### config.mk
export PLATFORM = sky130hd
export DESIGN_NAME = joint_velocity_estimator_top
export DESIGN_NICKNAME = d
export VERILOG_FILES = /design/src/rtl/jve_pkg.sv /design/src/rtl/jve_state_ram.sv /design/src/rtl/jve_divider.sv /design/src/rtl/joint_velocity_estimator_top.sv
export SDC_FILE = /design/constraint.sdc
export NUM_CORES = 2
export LEC_CHECK = 0
export ABC_AREA = 1
export BUFFER_PORTS_ARGS = -buffer_cell sky130_fd_sc_hd__buf_2
export CORE_MARGIN = 1.5
export CORE_UTILIZATION = 55
export DETAILED_ROUTE_END_ITERATION = 10
export PLACE_DENSITY = 0.71
export SLEW_MARGIN = 20
export SYNTH_ARGS = -nofsm -noshare
export SYNTH_HDL_FRONTEND = slang
export SYNTH_SLANG_ARGS = --single-unit
### constraint.sdc
create_clock -name i_clk -period 13.2 [get_ports i_clk]
set_input_delay 0.66 -clock i_clk [delete_from_list [all_inputs] [get_ports i_clk]]
set_output_delay 0.66 -clock i_clk [all_outputs]
set_load 0.05 [all_outputs]
### src/rtl/jve_pkg.sv
// Package for the joint velocity estimator: widths, status and register codes,
// state entry and divider status types. No dependencies.
package jve_pkg;

    localparam int JOINT_COUNT = 14;
    localparam int JOINT_W     = (JOINT_COUNT > 1) ? $clog2(JOINT_COUNT) : 1;

    localparam int INDEX_W    = 4;
    localparam int ANGLE_W    = 12;
    localparam int TIME_W     = 32;
    localparam int VEL_W      = 31;
    localparam int STATUS_W   = 2;
    localparam int WEIGHT_W   = 9;
    localparam int MIN_W      = 8;
    localparam int CFG_IDX_W  = 2;
    localparam int CFG_DATA_W = 9;

    localparam int DIVIDEND_W = 30;
    localparam int DIV_CNT_W  = $clog2(DIVIDEND_W + 1);
    localparam int ACC_W      = 40;

    localparam logic [INDEX_W:0]        JOINT_LIMIT = (INDEX_W + 1)'(JOINT_COUNT);
    localparam logic [DIVIDEND_W-1:0]   RATE_Q8     = DIVIDEND_W'(256000);
    localparam logic [WEIGHT_W-1:0]     WEIGHT_ONE  = WEIGHT_W'(256);
    localparam logic signed [ACC_W-1:0] ACC_LIMIT   = ACC_W'(1048320000);
    localparam logic signed [ACC_W-1:0] ACC_ROUND   = ACC_W'(128);

    localparam logic [CFG_IDX_W-1:0] CFG_FILTER_WEIGHT = CFG_IDX_W'(0);
    localparam logic [CFG_IDX_W-1:0] CFG_MIN_INTERVAL  = CFG_IDX_W'(1);

    localparam logic [WEIGHT_W-1:0] FILTER_WEIGHT_RESET = WEIGHT_W'(51);
    localparam logic [MIN_W-1:0]    MIN_INTERVAL_RESET  = MIN_W'(1);

    typedef enum logic [STATUS_W-1:0] {
        ST_UPDATED = 2'd0,
        ST_FIRST   = 2'd1,
        ST_SHORT   = 2'd2,
        ST_BAD     = 2'd3
    } t_status;

    typedef struct packed {
        logic [ANGLE_W-1:0]      angle;
        logic [TIME_W-1:0]       time_ms;
        logic signed [VEL_W-1:0] vel;
    } t_entry;

    typedef struct packed {
        logic busy;
        logic done;
    } t_div_stat;

endpackage

### src/rtl/jve_state_ram.sv
// Per-joint state memory: last angle, last time and filtered velocity.
// One write port, one read port with registered data. Uses jve_pkg.
module jve_state_ram (
    input  logic                  i_clk,
    input  logic                  i_rd_en,
    input  logic [jve_pkg::JOINT_W-1:0] i_rd_addr,
    output jve_pkg::t_entry       o_rd_data,
    input  logic                  i_wr_en,
    input  logic [jve_pkg::JOINT_W-1:0] i_wr_addr,
    input  jve_pkg::t_entry       i_wr_data
);
    import jve_pkg::*;

    t_entry r_mem [JOINT_COUNT];
    t_entry r_rd_data;

    always_ff @(posedge i_clk) begin
        if (i_wr_en) begin
            r_mem[i_wr_addr] <= i_wr_data;
        end
        if (i_rd_en) begin
            r_rd_data <= r_mem[i_rd_addr];
        end
    end

    assign o_rd_data = r_rd_data;

endmodule

### src/rtl/jve_divider.sv
// Restoring serial divider, one quotient bit per cycle.
// Divides the scaled angle delta by the time gap. Uses jve_pkg.
module jve_divider (
    input  logic                          i_clk,
    input  logic                          i_rst_n,
    input  logic                          i_start,
    input  logic [jve_pkg::DIVIDEND_W-1:0] i_dividend,
    input  logic [jve_pkg::TIME_W-1:0]    i_divisor,
    output jve_pkg::t_div_stat            o_stat,
    output logic [jve_pkg::DIVIDEND_W-1:0] o_quotient
);
    import jve_pkg::*;

    logic                  r_busy;
    logic                  r_done;
    logic [DIV_CNT_W-1:0]  r_cnt;
    logic [TIME_W-1:0]     r_rem;
    logic [TIME_W-1:0]     r_div;
    logic [DIVIDEND_W-1:0] r_quo;

    logic [TIME_W:0]   trial;
    logic [TIME_W-1:0] n_rem;
    logic              n_bit;

    always_comb begin
        trial = {r_rem, r_quo[DIVIDEND_W-1]};
        if (trial >= {1'b0, r_div}) begin
            n_rem = TIME_W'(trial - {1'b0, r_div});
            n_bit = 1'b1;
        end else begin
            n_rem = trial[TIME_W-1:0];
            n_bit = 1'b0;
        end
    end

    always_ff @(posedge i_clk) begin
        if (!i_rst_n) begin
            r_busy <= 1'b0;
            r_done <= 1'b0;
            r_cnt  <= '0;
        end else begin
            r_done <= 1'b0;
            if (i_start) begin
                r_busy <= 1'b1;
                r_cnt  <= DIV_CNT_W'(DIVIDEND_W - 1);
            end else if (r_busy) begin
                if (r_cnt == '0) begin
                    r_busy <= 1'b0;
                    r_done <= 1'b1;
                end else begin
                    r_cnt <= r_cnt - 1'b1;
                end
            end
        end
    end

    always_ff @(posedge i_clk) begin
        if (i_start) begin
            r_rem <= '0;
            r_div <= i_divisor;
            r_quo <= i_dividend;
        end else if (r_busy) begin
            r_rem <= n_rem;
            r_quo <= {r_quo[DIVIDEND_W-2:0], n_bit};
        end
    end

    assign o_stat.busy = r_busy;
    assign o_stat.done = r_done;
    assign o_quotient  = r_quo;

endmodule

### src/rtl/joint_velocity_estimator_top.sv
// Top level of the joint velocity estimator: control sequencer, seen flags,
// configuration registers and filter. Uses jve_pkg, jve_state_ram, jve_divider.
//
// One sample is worked on at a time. A sample that updates the velocity passes
// through one state read, one scaling multiply, the 30-step serial divider (one
// quotient bit per cycle) and two filter multiplies before its result is loaded;
// a first sample or a short gap skips the divider and the filter, and a bad index
// also skips the state read. A finished result waits in the output register
// while the next sample is taken; a new result waits in S_FIN until that register
// is free. All joint state is invalidated at reset by clearing the per-joint seen
// flags; no clearing pass is needed.
module joint_velocity_estimator_top (
    input  logic                               i_clk,
    input  logic                               i_rst_n,
    input  logic                               i_valid,
    output logic                               o_ready,
    input  logic [jve_pkg::INDEX_W-1:0]        i_joint_index,
    input  logic [jve_pkg::ANGLE_W-1:0]        i_angle_counts,
    input  logic [jve_pkg::TIME_W-1:0]         i_time_ms,
    output logic                               o_valid,
    input  logic                               i_ready,
    output logic signed [jve_pkg::VEL_W-1:0]   o_velocity,
    output logic [jve_pkg::STATUS_W-1:0]       o_status,
    input  logic                               i_cfg_valid,
    output logic                               o_cfg_ready,
    input  logic [jve_pkg::CFG_IDX_W-1:0]      i_cfg_index,
    input  logic [jve_pkg::CFG_DATA_W-1:0]     i_cfg_data
);
    import jve_pkg::*;

    typedef enum logic [6:0] {
        S_IDLE = 7'b0000001,
        S_LOOK = 7'b0000010,
        S_MUL  = 7'b0000100,
        S_DIV  = 7'b0001000,
        S_FLT1 = 7'b0010000,
        S_FLT2 = 7'b0100000,
        S_FIN  = 7'b1000000
    } t_state;

    t_state                  r_state;
    t_state                  n_state;
    logic [JOINT_COUNT-1:0]  r_seen;
    logic                    r_out_valid;
    logic [WEIGHT_W-1:0]     r_filter_weight;
    logic [MIN_W-1:0]        r_min_interval;

    logic [JOINT_W-1:0]      r_idx;
    logic [ANGLE_W-1:0]      r_angle;
    logic [TIME_W-1:0]       r_time;
    t_status                 r_status;
    logic                    r_neg;
    logic [ANGLE_W-1:0]      r_mag;
    logic [TIME_W-1:0]       r_gap;
    logic signed [VEL_W-1:0] r_old_vel;
    logic signed [VEL_W-1:0] r_raw;
    logic signed [ACC_W-1:0] r_acc;
    logic signed [VEL_W-1:0] r_velocity;
    t_status                 r_out_status;

    logic                    in_beat;
    logic                    bad_in;
    logic                    fin_load;
    t_entry                  rd_data;
    t_entry                  wr_data;
    logic                    wr_en;
    logic [TIME_W-1:0]       gap;
    logic                    short_gap;
    logic signed [ANGLE_W:0] delta;
    logic [DIVIDEND_W-1:0]   dividend;
    t_div_stat               div_stat;
    logic [DIVIDEND_W-1:0]   quotient;
    logic signed [VEL_W-1:0] n_raw;
    logic [WEIGHT_W-1:0]     w_eff;
    logic signed [WEIGHT_W:0] w_s;
    logic signed [WEIGHT_W:0] cw_s;
    logic signed [ACC_W-1:0] shifted;
    logic signed [VEL_W-1:0] new_vel;

    assign o_ready     = (r_state == S_IDLE);
    assign o_cfg_ready = 1'b1;
    assign in_beat     = i_valid && o_ready;
    assign bad_in      = ({1'b0, i_joint_index} >= JOINT_LIMIT);
    assign fin_load    = (r_state == S_FIN) && (!r_out_valid || i_ready);

    assign gap       = r_time - rd_data.time_ms;
    assign short_gap = (gap == '0) || (gap < TIME_W'(r_min_interval));
    assign delta     = $signed({1'b0, r_angle}) - $signed({1'b0, rd_data.angle});
    assign dividend  = DIVIDEND_W'(r_mag) * RATE_Q8;
    assign n_raw     = r_neg ? -$signed({1'b0, quotient}) : $signed({1'b0, quotient});

    assign w_eff = (r_filter_weight > WEIGHT_ONE) ? WEIGHT_ONE : r_filter_weight;
    assign w_s   = $signed({1'b0, w_eff});
    assign cw_s  = $signed({1'b0, WEIGHT_ONE}) - w_s;

    always_comb begin
        shifted = r_acc >>> 8;
        if (shifted > ACC_LIMIT) begin
            new_vel = VEL_W'(ACC_LIMIT);
        end else if (shifted < -ACC_LIMIT) begin
            new_vel = VEL_W'(-ACC_LIMIT);
        end else begin
            new_vel = VEL_W'(shifted);
        end
    end

    always_comb begin
        wr_en         = fin_load && (r_status == ST_UPDATED || r_status == ST_FIRST);
        wr_data.angle = r_angle;
        wr_data.time_ms = r_time;
        wr_data.vel   = (r_status == ST_UPDATED) ? new_vel : '0;
    end

    jve_state_ram u_ram (
        .i_clk     (i_clk),
        .i_rd_en   (in_beat && !bad_in),
        .i_rd_addr (i_joint_index[JOINT_W-1:0]),
        .o_rd_data (rd_data),
        .i_wr_en   (wr_en),
        .i_wr_addr (r_idx),
        .i_wr_data (wr_data)
    );

    jve_divider u_div (
        .i_clk      (i_clk),
        .i_rst_n    (i_rst_n),
        .i_start    (r_state == S_MUL),
        .i_dividend (dividend),
        .i_divisor  (r_gap),
        .o_stat     (div_stat),
        .o_quotient (quotient)
    );

    always_comb begin
        n_state = r_state;
        case (r_state)
            S_IDLE: begin
                if (i_valid) begin
                    n_state = bad_in ? S_FIN : S_LOOK;
                end
            end
            S_LOOK: begin
                if (!r_seen[r_idx] || short_gap) begin
                    n_state = S_FIN;
                end else begin
                    n_state = S_MUL;
                end
            end
            S_MUL:  n_state = S_DIV;
            S_DIV: begin
                if (div_stat.done) begin
                    n_state = S_FLT1;
                end
            end
            S_FLT1: n_state = S_FLT2;
            S_FLT2: n_state = S_FIN;
            S_FIN: begin
                if (fin_load) begin
                    n_state = S_IDLE;
                end
            end
            default: n_state = S_IDLE;
        endcase
    end

    always_ff @(posedge i_clk) begin
        if (!i_rst_n) begin
            r_state         <= S_IDLE;
            r_seen          <= '0;
            r_out_valid     <= 1'b0;
            r_filter_weight <= FILTER_WEIGHT_RESET;
            r_min_interval  <= MIN_INTERVAL_RESET;
        end else begin
            r_state <= n_state;
            if (fin_load && r_status == ST_FIRST) begin
                r_seen[r_idx] <= 1'b1;
            end
            if (fin_load) begin
                r_out_valid <= 1'b1;
            end else if (i_ready) begin
                r_out_valid <= 1'b0;
            end
            if (i_cfg_valid) begin
                case (i_cfg_index)
                    CFG_FILTER_WEIGHT: r_filter_weight <= i_cfg_data;
                    CFG_MIN_INTERVAL:  r_min_interval  <= i_cfg_data[MIN_W-1:0];
                    default: ;
                endcase
            end
        end
    end

    always_ff @(posedge i_clk) begin
        case (r_state)
            S_IDLE: begin
                r_idx    <= i_joint_index[JOINT_W-1:0];
                r_angle  <= i_angle_counts;
                r_time   <= i_time_ms;
                r_status <= ST_BAD;
            end
            S_LOOK: begin
                r_gap     <= gap;
                r_old_vel <= rd_data.vel;
                r_neg     <= delta[ANGLE_W];
                r_mag     <= ANGLE_W'(delta[ANGLE_W] ? -delta : delta);
                if (!r_seen[r_idx]) begin
                    r_status <= ST_FIRST;
                end else if (short_gap) begin
                    r_status <= ST_SHORT;
                end else begin
                    r_status <= ST_UPDATED;
                end
            end
            S_DIV: begin
                if (div_stat.done) begin
                    r_raw <= n_raw;
                end
            end
            S_FLT1: r_acc <= ACC_W'(w_s) * ACC_W'(r_raw);
            S_FLT2: r_acc <= r_acc + ACC_W'(cw_s) * ACC_W'(r_old_vel) + ACC_ROUND;
            S_FIN: begin
                if (fin_load) begin
                    r_out_status <= r_status;
                    r_velocity   <= (r_status == ST_UPDATED) ? new_vel : '0;
                end
            end
            default: ;
        endcase
    end

    assign o_valid    = r_out_valid;
    assign o_velocity = r_velocity;
    assign o_status   = r_out_status;

`ifndef SYNTHESIS
    a_zero_unless_updated: assert property (@(posedge i_clk) disable iff (!i_rst_n)
        (o_valid && o_status != ST_UPDATED) |-> (o_velocity == '0))
        else $error("velocity nonzero on a result that did not update");

    a_div_done_in_div: assert property (@(posedge i_clk) disable iff (!i_rst_n)
        div_stat.done |-> (r_state == S_DIV))
        else $error("divider finished outside the divide state");

    a_div_busy_in_div: assert property (@(posedge i_clk) disable iff (!i_rst_n)
        div_stat.busy |-> (r_state == S_DIV))
        else $error("divider running outside the divide state");

    a_bad_skips_read: assert property (@(posedge i_clk) disable iff (!i_rst_n)
        (in_beat && bad_in) |=> (r_state == S_FIN))
        else $error("bad index did not go straight to the result");

    a_update_keeps_seen: assert property (@(posedge i_clk) disable iff (!i_rst_n)
        (fin_load && r_status == ST_UPDATED) |=> (r_seen == $past(r_seen)))
        else $error("seen flags changed on a velocity update");
`endif

endmodule
After elaboration in Yosys (flattened, before gate mapping)
Memory sizes are Yosys's and may differ from the RTL's. A register that Yosys moved wholly into a read port is not among the register bits.
Index checks and enable logic that the tools add are counted.
{ "totals": {"register_bits": 370, "mem_bits_rw": 1050, "in_bits": 64, "output_inout_bits": 36, "word_cells": 129, "mem_count": 1} }
{ "mem_list": {"columns": ["memory", "words", "word_bits", "rd", "rd_ports_with_merged_regs", "write_ports", "line_no", "text"], "rows": [
  ["u_ram.r_mem", 14, 75, 1, 1, 1, "jve_state_ram.sv:14", "t_entry r_mem [JOINT_COUNT];"]
]} }
{ "op_classes": {"addsub": 9, "mul": 3, "order_cmp": 8, "eq_ne": 13, "mux": 35, "bitwise_logic": 4, "n_reduce_logical": 30} }
{ "op_table": {"columns": ["op", "n"], "rows": [
  ["$mux 31", 3],
  ["$mux 30", 3],
  ["$mul 10x31->40", 2],
  ["$pmux 40 s2", 1],
  ["$sub 32x32->32", 2],
  ["$pmux 7 s7", 1],
  ["$add 40x40->40", 1],
  ["$add 40x9->40 const B", 1],
  ["$mux 7", 5],
  ["$ge 33x32->1", 1],
  ["$gt 32x31->1 const B", 1],
  ["$logic_not 32->1", 1],
  ["$lt 32x31->1 const B", 1],
  ["$lt 32x8->1", 1],
  ["$mux 32", 1],
  ["$neg 30->31", 1],
  ["$mul 12x7->19 const B", 1],
  ["$mux 5", 3],
  ["$or 14x14->14", 1],
  ["$sub 12x12->13", 1],
  ["$mux 12", 1],
  ["$neg 12->12", 1],
  ["$reduce_and 2->1", 6],
  ["$mux 1", 11],
  ["31 further kinds", 51]
]} }

Logic depth before layout (Yosys ltp)
{ "logic_depth": {"word_depth": 7, "ltp_mapped": 40, "depth_no_buf": 38} }

Hierarchy
A second synthesis with hierarchy kept.
{ "hier_totals": {"cells_unflattened": 9560, "area_unflattened_um2": 89704.8} }
{ "modules_own_cells": {"columns": ["module", "instances", "cells_per_inst", "area_per_inst_um2", "seq_area_each_um2"], "rows": [
  ["jve_state_ram", 1, 4039, 45924.0, 33782.4],
  ["joint_velocity_estimator_top", 1, 4521, 37075.6, 7687.4],
  ["jve_divider", 1, 1000, 6705.2, 2642.5]
]} }

Worst setup path after synthesis
Ideal clock, no wire load.
{ "synth_timing": {"path_kind": "register -> register", "from": "register r_state[6]", "to": "register r_status[0], data pin", "setup_ns": 0.579, "arrival_ns": 8.319, "required_time_ns": 12.621, "slack_ns": 4.302, "stages_incl_launch_ff": 5, "path_buffers": 0, "period_less_slack_ns": 8.898, "cell_sequence": "dfxtp_1 nor2_1 nand2_1 nor4_1 nand2_1"} }
{ "synth_via": {"elab_chain_len": 2, "elab_cells_between_ends": 3, "classes_between": "eq/ne: 2; mux: 1"} }
{ "synth_lines": {"columns": ["element", "line_no", "text"], "rows": [
  ["from (decl)", "joint_velocity_estimator_top.sv:41", "t_state r_state;"],
  ["from (signal assigned)", "joint_velocity_estimator_top.sv:174", "r_state <= n_state;"],
  ["$eq 7x2->1 or $eq 7x1->1 (tied branches)", "joint_velocity_estimator_top.sv:194", "case (r_state)"],
  ["$pmux 2 s2 *", "joint_velocity_estimator_top.sv:194", null],
  ["to (signal assigned)", "joint_velocity_estimator_top.sv:199", "r_status <= ST_BAD;"],
  ["to (signal assigned)", "joint_velocity_estimator_top.sv:207", "r_status <= ST_FIRST;"],
  ["to (signal assigned)", "joint_velocity_estimator_top.sv:209", "r_status <= ST_SHORT;"],
  ["to (decl)", "joint_velocity_estimator_top.sv:51", "t_status r_status;"]
]} }
Mark *: on every way between the ends. The rest lies on a longest branch, timed or not.
A chain may end at the register's enable or synchronous reset.

Worst setup path in the final report
{ "layout_timing": {"from": "register r_filter_weight[8]", "to": "register r_acc[25], data pin"} }
{ "layout_via": {"elab_chain_len": 7, "elab_cells_between_ends": 8, "classes_between": "add/sub: 3; mul: 2; order compare: 1; mux: 2"} }
{ "layout_lines": {"columns": ["element", "line_no", "text"], "rows": [
  ["from (decl)", "joint_velocity_estimator_top.sv:45", "logic [WEIGHT_W-1:0] r_filter_weight;"],
  ["from (signal assigned)", "joint_velocity_estimator_top.sv:185", "CFG_FILTER_WEIGHT: r_filter_weight <= i_cfg_data;"],
  ["$gt 9x9->1", "joint_velocity_estimator_top.sv:92", "assign w_eff = (r_filter_weight > WEIGHT_ONE) ? WEIGHT_ONE : r_filter_weight;"],
  ["$mux 9 *", "joint_velocity_estimator_top.sv:92", null],
  ["$sub 9x9->10", "joint_velocity_estimator_top.sv:94", "assign cw_s = $signed({1'b0, WEIGHT_ONE}) - w_s;"],
  ["$mul 10x31->40", "joint_velocity_estimator_top.sv:220", "S_FLT2: r_acc <= r_acc + ACC_W'(cw_s) * ACC_W'(r_old_vel) + ACC_ROUND;"],
  ["$add 40x40->40", "joint_velocity_estimator_top.sv:220", null],
  ["$add 40x9->40", "joint_velocity_estimator_top.sv:220", null],
  ["$pmux 40 s2 *", "joint_velocity_estimator_top.sv:194", null],
  ["to (signal assigned)", "joint_velocity_estimator_top.sv:219", "S_FLT1: r_acc <= ACC_W'(w_s) * ACC_W'(r_raw);"],
  ["to (signal assigned)", "joint_velocity_estimator_top.sv:220", null],
  ["to (decl)", "joint_velocity_estimator_top.sv:57", "logic signed [ACC_W-1:0] r_acc;"]
]} }
Marks and branches as above.

==> metrics <==
Final Cycle Share=between 60% and 70%; I/O pin cnt=100; Starting DRT DRC Count=approximately 6000; final hold viol count=0; Buffers on Ports=between 90 and 100; WHS=0.0538 ns; CTS buffer count=roughly 150; Mean Syn Cell Area=between 10 and 15 um2; crit-path max cell delay=between 0.9 and 1 ns; area leader, netlist=edfxtp_1; data arrival time of the critical path=roughly 8.9 ns; WL final=between 200000 and 250000 um; CTS Sinks=about 1500; status=finished clean; Slowest cell on crit path=clkinv_1; FFs w/ async S/R, synth=0%; Cell Rows=about 140; register area share after synthesis=about half; worst rel slew slack=around a fifth; die area=157000 um2; nature of the critical path endpoint=flip-flop; Final Skew=about 0.050 ns; drt wl/cell=about 22 um; clock latency on the worst-skew pair=about 0.81 ns; Final WS setup=between 4 and 5 ns; Worst Setup Start Kind=flip-flop; FMAX=roughly 120 MHz; Logic pwr share=44.2%; Net Sw Frac=40.7%; crit-path max FO=between 60 and 70; Final Core Density=60.7%; Post-DP HPWL=between 100000 and 150000 um; worst endpoint required time=about 14 ns; post-layout min period=roughly 8.4 ns; first-pass GRT wire length=about 350000 um; Die W=between 300 and 400 um; Main synth FF type=edfxtp_1; DRC viols=0; switching power=between 7 and 8 mW; final setup vio count=0; RSZ-0062 raised after global routing=false; sequential share of power=32.7%; Netlist cell types=68; Post-Syn Instances=8120; Final Power=between 15 and 20 mW; Layout area overhead=9.18%; core area=153000 um2; Final TNS setup=0 ns; cell area after synthesis=around 85000 um2; CTS tree=done; H-tree levels=4; maximum root-to-sink buffer count=3; Worst IR Drop VDD=around 0.18 mV; Detail Route Antenna Nets=0; grt ovf=0; gpl congestion=a little under 1; Via density=approximately 5.8; Max Cap Viol=0; Yosys top cell area share=roughly 50%; initial antenna violation count=8; vias in the first global route=slightly below 60000; die span in y=between 300 and 400 um; Hold Crit Class=input port to flip-flop; internal power=around 11 mW; Tot GR Track Use=28.9%; largest net degree at the start of global routing=around 170; Final nets=9111; YS warnings=0; crit path kind=flip-flop to flip-flop; post-place setup slack=about 5.0 ns; Critical Path Most Common Cell=nand2_1; Yosys reg bits=1495; layout cells sized above 1=~6.0%; Initial Util=55.6%; Vias=59600; DR pass1 iterations=8; Worst-Margin Slew=between 1 and 1.5 ns; Pleak=37.8 nW; Clock power frac=23.1%; max-slew violations=0; Post-synth EDFFs=1406; Cell Pwr Density=between 150 and 200 nW/um2; clock-pin slew on the worst setup and hold paths=0.06 ns; top post-synthesis cells by area=edfxtp_1 50%, fa_1 13%, nand2_1 5.5%; CTS Root Cell=clkbuf_16
-- cell type report --
class	instances	area (um2)
timing repair buffer	215	1500
multi-input combinational	5067	35100
antenna	2	5.00
sequential	1495	44000
tap	2030	2540
fill	12200	59900
clock inverter	85	707
clock buffer	197	4090
inverter	1250	4710
-- cells by family after synthesis --
group,after synthesis,synth area share [%]
AND/OR/NAND/NOR,2532,11.8
buffers and inverters,1588,7.14
AO/OA/AOI/OAI,1510,10.2
flip-flops,1495,51.8
adder cells (fa/ha/maj),865,17.7
XOR/XNOR,128,1.32
other,2,0.00885
-- synth_stat cells (3+ instances only) --
| cell type | n |
|---|---|
| edfxtp_1 | 1406 |
| nand2_1 | 1252 |
| inv_1 | 1241 |
| nor2_1 | 1001 |
| o21ai_0 | 706 |
| fa_1 | 559 |
| a21oi_1 | 373 |
| ha_1 | 306 |
| clkbuf_1 | 275 |
| nand3_1 | 142 |
| o221ai_1 | 130 |
| o22ai_1 | 120 |
| dfxtp_1 | 89 |
| xor2_1 | 75 |
| xnor2_1 | 53 |
| nor3_1 | 40 |
| o211ai_1 | 34 |
| a31oi_1 | 31 |
| nand4_1 | 26 |
| o21ai_1 | 26 |
| buf_1 | 24 |
| clkbuf_2 | 22 |
| o21bai_1 | 22 |
| nor4_1 | 19 |
| a21o_1 | 16 |
| buf_2 | 9 |
| and2_1 | 8 |
| or2_2 | 8 |
| inv_2 | 6 |
| nand3b_1 | 6 |
| o31ai_1 | 6 |
| a221oi_1 | 5 |
| and3_1 | 5 |
| nand2_2 | 5 |
| nor2_2 | 5 |
| o2111ai_1 | 5 |
| o211ai_2 | 5 |
| o21a_1 | 5 |
| a211oi_1 | 4 |
| buf_6 | 4 |
| nor3_2 | 4 |
| a22oi_1 | 3 |
| clkinv_1 | 3 |
| nand3_2 | 3 |
-- placed cells by master, fill, tap and decap left out, types with 141 or more instances in the layout --
cell type	n
a21oi_1	368
clkbuf_16	155
edfxtp_1	1406
fa_1	559
ha_1	306
inv_1	1235
nand2_1	1250
nand3_1	141
nor2_1	979
o21ai_0	704
-- registers in the layout, summed over array words and instances (netlist names), 2 cells and up --
register and count:
r_acc 40, r_raw 31, r_gap 32, u_ram.o_rd_data 75
u_div.r_cnt 5, r_filter_weight 9, r_mag 12, r_status 2
u_div.r_div 32, u_div.o_quotient 30, r_state 7, r_idx 4
r_old_vel 31, r_time 32, o_velocity 31, u_div.r_rem 32
u_ram.r_mem 1050, o_status 2, r_angle 12, r_min_interval 8
r_seen 14
-- metal layers --
metal / GRT usage [%] / part of all wire, % / up-vias
met5: 0 / 0 / -
met4: 9.74 / 3.1 / 0
met3: 4.19 / 8.5 / 415
met2: 47.9 / 48 / 2622
met1: 39.4 / 40 / 29400
li1: - / - / 27100
-- worst paths after layout --
path	start	end	slack [ns]	depth (start not counted)
worst max register to register	r_filter_weight[8]	r_acc[25]	4.80	33
worst min register to register	u_ram.o_rd_data[22]	r_old_vel[22]	0.40	0
worst min-delay path	i_angle_counts[6]	r_angle[6]	0.05	1
worst max-delay path	r_filter_weight[8]	r_acc[25]	4.80	33
-- through the flow --
stage / cells / cell area [um2]
after global routing: 10300 / 92700
after detailed placement: 10000 / 87600
final: 10300 / 92700
after global placement: 10000 / 87600
after floorplan: 8150 / 85000
after CTS: 10300 / 92600
-- worst max-delay path: cells and delay by family, from the launching register on --
family | cells | cell delay, ns
and+or+nand+nor | 13 | 1.76
AOI/OAI and AO/OA | 5 | 1.04
DFF | 1 | 0.34
adders and majority gates | 7 | 3.09
buffers and inverters | 8 | 1.93
-- power by group through the flow --
stage / combinational, mW / sequential [mW] / clock [mW]
after floorplan: 5.67 / 5.83 / 0
after global placement: 7.68 / 5.93 / 0
after detailed placement: 7.77 / 5.94 / 0
after CTS: 7.84 / 5.84 / 4.17
after global routing: 8.92 / 5.87 / 4.35
final: 7.90 / 5.85 / 4.14
-- timing repair --
item | 4_1_cts | 5_1_grt
endpoints found under the hold margin | 21 | 0
setup endpoints to repair | 0 | 0
resized for setup | 0 | 0
buffers inserted | 0 | 0
hold buffers | 21 | 0
Power figures use the tool's default switching activity.
